**src/rtl/rc3_pkg.sv**
```systemverilog
package rc3_pkg;

  // One input transfer: a raster pixel or a drain item.
  typedef struct packed {
    logic [7:0] red;
    logic [7:0] green;
    logic [7:0] blue;
    logic       filler;
  } pixel_in_t;

  // One output transfer.
  typedef struct packed {
    logic [7:0] out_red;
    logic [7:0] out_green;
    logic [7:0] out_blue;
    logic       last_pixel;
  } pixel_out_t;

  // Configuration register indexes.
  typedef enum logic [2:0] {
    REG_IMAGE_WIDTH  = 3'd0,
    REG_IMAGE_HEIGHT = 3'd1,
    REG_TAPS_TOP     = 3'd2,
    REG_TAPS_MIDDLE  = 3'd3,
    REG_TAPS_BOTTOM  = 3'd4
  } cfg_reg_e;

  localparam int PIX_W        = 24;
  localparam int TAP_W        = 16;
  localparam int NUM_TAPS     = 9;
  localparam int CFG_W        = 48;
  localparam int DIM_W        = 12;
  localparam int HEIGHT_LIMIT = 2048;
  localparam int FIFO_DEPTH   = 4;
  localparam int FIFO_CNT_W   = $clog2(FIFO_DEPTH + 1);

  // Work handed from the window stage to the arithmetic stage.
  // Window entry k sits at kernel row k/3, column k%3; red is in the low byte.
  typedef struct packed {
    logic [NUM_TAPS-1:0][PIX_W-1:0] win;
    logic                           interior;
    logic                           last;
  } job_t;

endpackage

```
**src/rtl/rc3_fifo.sv**
```systemverilog
module rc3_fifo (
  input  logic                            clk_i,
  input  logic                            rst_ni,
  input  logic                            push_i,
  input  rc3_pkg::job_t                   push_data_i,
  input  logic                            pop_i,
  output rc3_pkg::job_t                   pop_data_o,
  output logic                            empty_o,
  output logic [rc3_pkg::FIFO_CNT_W-1:0]  count_o
);

  localparam int PW = $clog2(rc3_pkg::FIFO_DEPTH);

  rc3_pkg::job_t                  mem_q [rc3_pkg::FIFO_DEPTH];
  logic [PW-1:0]                  wr_ptr_q, rd_ptr_q;
  logic [rc3_pkg::FIFO_CNT_W-1:0] count_q, count_d;

  assign empty_o    = (count_q == '0);
  assign count_o    = count_q;
  assign pop_data_o = mem_q[rd_ptr_q];

  always_comb begin
    count_d = count_q;
    if (push_i && !pop_i) begin
      count_d = count_q + 1'b1;
    end else if (!push_i && pop_i) begin
      count_d = count_q - 1'b1;
    end
  end

  always_ff @(posedge clk_i or negedge rst_ni) begin
    if (!rst_ni) begin
      wr_ptr_q <= '0;
      rd_ptr_q <= '0;
      count_q  <= '0;
    end else begin
      if (push_i) wr_ptr_q <= wr_ptr_q + 1'b1;
      if (pop_i)  rd_ptr_q <= rd_ptr_q + 1'b1;
      count_q <= count_d;
    end
  end

  always_ff @(posedge clk_i) begin
    if (push_i) mem_q[wr_ptr_q] <= push_data_i;
  end

`ifndef SYNTHESIS
  a_no_overflow: assert property (@(posedge clk_i) disable iff (!rst_ni)
    !(push_i && !pop_i && (count_q == rc3_pkg::FIFO_CNT_W'(rc3_pkg::FIFO_DEPTH))))
    else $error("queue written while full");
  a_no_underflow: assert property (@(posedge clk_i) disable iff (!rst_ni)
    !(pop_i && empty_o))
    else $error("queue read while empty");
`endif

endmodule

```
**config.mk**
```make
export PLATFORM = sky130hd
export DESIGN_NAME = rc3_fifo
export DESIGN_NICKNAME = d
export VERILOG_FILES = /design/src/rtl/rc3_pkg.sv /design/src/rtl/rc3_fifo.sv
export SDC_FILE = /design/constraint.sdc
export NUM_CORES = 1
export LEC_CHECK = 0
export BUFFER_PORTS_ARGS = -buffer_cell sky130_fd_sc_hd__buf_2
export CAP_MARGIN = 25
export CORE_MARGIN = 1
export CORE_UTILIZATION = 50
export CTS_BUF_LIST = sky130_fd_sc_hd__clkbuf_16
export CTS_CLUSTER_DIAMETER = 80
export CTS_CLUSTER_SIZE = 30
export DETAILED_ROUTE_END_ITERATION = 12
export PLACE_DENSITY = 0.78
export SYNTH_ARGS = -nofsm -noshare
export SYNTH_HDL_FRONTEND = slang
export SYNTH_SLANG_ARGS = --single-unit
```
**constraint.sdc**
```tcl
create_clock -name clk_i -period 6.2 [get_ports clk_i]
set_input_delay 0.62 -clock clk_i [delete_from_list [all_inputs] [get_ports clk_i]]
set_output_delay 0.62 -clock clk_i [all_outputs]
set_load 0.02 [all_outputs]
```
==> flow_metrics.py <==
metrics = {
    "run_status": {
        "status": "completed",
    },
    "global_route": {
        "antenna_found_initial": 20,
        "grt_pass1_wl_um": 86200,
        "overflow": 0,
        "grt_usage_pct": 17.9,
        "grt_pass1_vias": 14300,
        "grt_max_degree": 119,
    },
    "job": {
        "cap_violations": 0,
    },
    "timing": {
        "fin_crit_ns": 3.70,
        "holdWs_ns": 0.234,
        "tns_ns": 0,
        "relSlewSlack_pct": 34.4,
        "rsz0062_at_grt": "no",
        "setup_viol": 0,
        "skew_ns": 0.0314,
        "max_freq_mhz": 270,
        "worstMarginPinSlew_ns": 0.985,
        "hold_viol": 0,
        "finalCritPeriodShare_pct": 59.6,
        "drv_slew": 0,
    },
    "logic_synthesis": {
        "ys_ff_latch": 879,
        "synth.distinct_cells": 19,
        "syn_nets": 1400,
        "synth_edf_count": 872,
        "syn-cell-area_um2": 32100,
        "synth_top_cell_by_area": "edfxtp_1",
        "synthFlopType": "edfxtp_1",
        "async_reset_ff_share_pct": 0.796,
        "yosys_warnings": 0,
        "postSynthCellCount": 1172,
        "syn_area_per_cell_um2": 27.4,
        "synth_most_common_cell": "edfxtp_1",
        "netlist_top_cells_count": "edfxtp_1, mux4_2, buf_12, buf_2, dfrtp_1",
        "ys_seq_area_share_pct": 82.2,
        "yosysTopAreaCellShare_pct": 81.7,
        "synth_area_leaders": "edfxtp_1, mux4_2, buf_12",
    },
    "cts": {
        "cts_max_path_buffers": 3,
        "clock_latency_ns": 0.59,
        "cts_resized": 0,
        "h-tree-depth": 2,
        "clock-sinks": 879,
        "clkTransAtPathRegs_ns": 0.11,
        "tritoncts": "done",
        "cts_made_buffers": 38,
        "cts_root_buf": "clkbuf_16",
    },
    "die": {
        "die_area_um2": 65100,
        "start_util_pct": 50.7,
        "die_h_um": 255,
        "placementRows": 92,
        "pin_count": 444,
        "die_w_um": 255,
        "core-area_um2": 63200,
    },
    "power": {
        "p_per_area_nw_per_um2": 465,
        "power_leakage_nw": 12.0,
        "ir_drop_v": 0.000359,
        "finalPower_mw": 16.9,
    },
    "placement": {
        "dpl.hpwl_um": 36800,
        "gp_congestion": 0.713,
        "portBuffers": 443,
        "place_area_um2": 35000,
    },
    "route": {
        "drtIter0Drc": 1059,
        "num_vias": 13900,
        "drcViolationCount": 0,
        "wl_um": 59800,
        "detail_route.wl_per_cell_um": 23.9,
        "ant_nets": 0,
        "first_pass_iters": 5,
        "routed_via_density": 5.54,
    },
    "critical_path": {
        "cp.required_ns": 5.58,
        "start_kind": "flop",
        "cp_data_arrival_time_ns": 3.08,
        "r2r-start": "wr_ptr_q[1]",
        "end_kind": "output pin",
        "crit_fanout": 75,
        "crit_type": "reg2out",
        "crit_start": "rd_ptr_q[0]",
    },
    "worst_hold_path": {
        "min_from": "push_data_i[99]",
        "holdCritPathClass": "in2reg",
    },
    "cells_and_area": {
        "multi_input_area_um2": 5110,
        "regArea_um2": 26400,
        "areaGrowthSynthToFinish_pct": 13.1,
        "drive_above_1_share_pct": 44.9,
        "fin_nets": 1850,
        "fill_cells": 4471,
        "design_area_um2": 36200,
    },
}
final cells by class:
cell class                      instances  area share (%)
Sequential cell                       879            72.7
Inverter                                4          0.0414
Multi-Input combinational cell        240            14.1
Antenna cell                           15           0.104
Tap cell                              846            2.92
Clock buffer                           41            2.83
Timing Repair Buffer                  459            6.73
Clock inverter                         17           0.525
state kept, by name, indices dropped and copies added, names as in the netlist:
| name | cells |
|---|---|
| rd_ptr_q | 2 |
| count_o | 3 |
| wr_ptr_q | 2 |
| mem_q | 872 |
layout by cell type, fill, tap and decap left out, types with 3 or more instances in the layout:
cell type	instances
ha_1	5
buf_4	7
clkinv_8	3
buf_2	443
and2_4	4
clkbuf_16	41
buf_12	8
xor2_1	4
diode_2	15
inv_1	7
edfxtp_1	872
clkinvlp_4	3
mux4_2	218
dfrtp_1	5
through the flow:
step,utilization (%),std cells,worst slack [ns]
global route,57.3,2496,2.26
detailed placement,55.3,2426,2.94
floorplan,-,1172,0.0226
finish,57.4,2501,2.50
CTS,57.3,2485,2.28
global placement,55.3,2426,2.95
kinds of logic after synthesis:
family,count (synthesis),share of synthesized area (%)
adders and majority gates,6,0.258
muxes,219,15.3
and+or+nand+nor,8,0.129
AOI/OAI and AO/OA,1,0.0156
xor gates and xnor gates,6,0.164
buffers and inverters,53,1.87
DFF,879,82.2
per-layer routing:
metal | global-route usage, % | wire length, um | up-vias
met5 | 0 | 84 | -
met4 | 5.30 | 1420 | 12
met3 | 4.51 | 4310 | 92
met2 | 31.1 | 31700 | 456
met1 | 22.2 | 22300 | 7340
li1 | - | - | 5968
path summary, 6_finish.rpt:
path | endpoint | slack (ns) | depth (start not counted)
min reg2reg | wr_ptr_q[0] | 0.54 | 1
max in group asynchronous | wr_ptr_q[0] | 5.51 | 2
max reg2reg | mem_q[1][94] | 3.56 | 4
min in group asynchronous | rd_ptr_q[1] | 0.48 | 2
max | pop_data_o[173] | 2.50 | 4
min | mem_q[2][99] | 0.23 | 1
worst max-delay path, cell delays in order (launching register included):
cell	delay [ns]
dfrtp_4	0.79
buf_12	0.30
buf_12	0.48
mux4_2	0.62
buf_2	0.19
power by group:
part | switching, mW | total (mW) | internal, mW
sequential | 0.358 | 8.12 | 7.76
combinational | 3.45 | 5.72 | 2.27
clock | 1.73 | 3.01 | 1.28
repair_timing:
action                                 CTS  global route
endpoints found under the hold margin    7             0
setup buffers                            0             0
hold buffers                             1             0
Note: power is estimated with default switching activity, not from simulation.
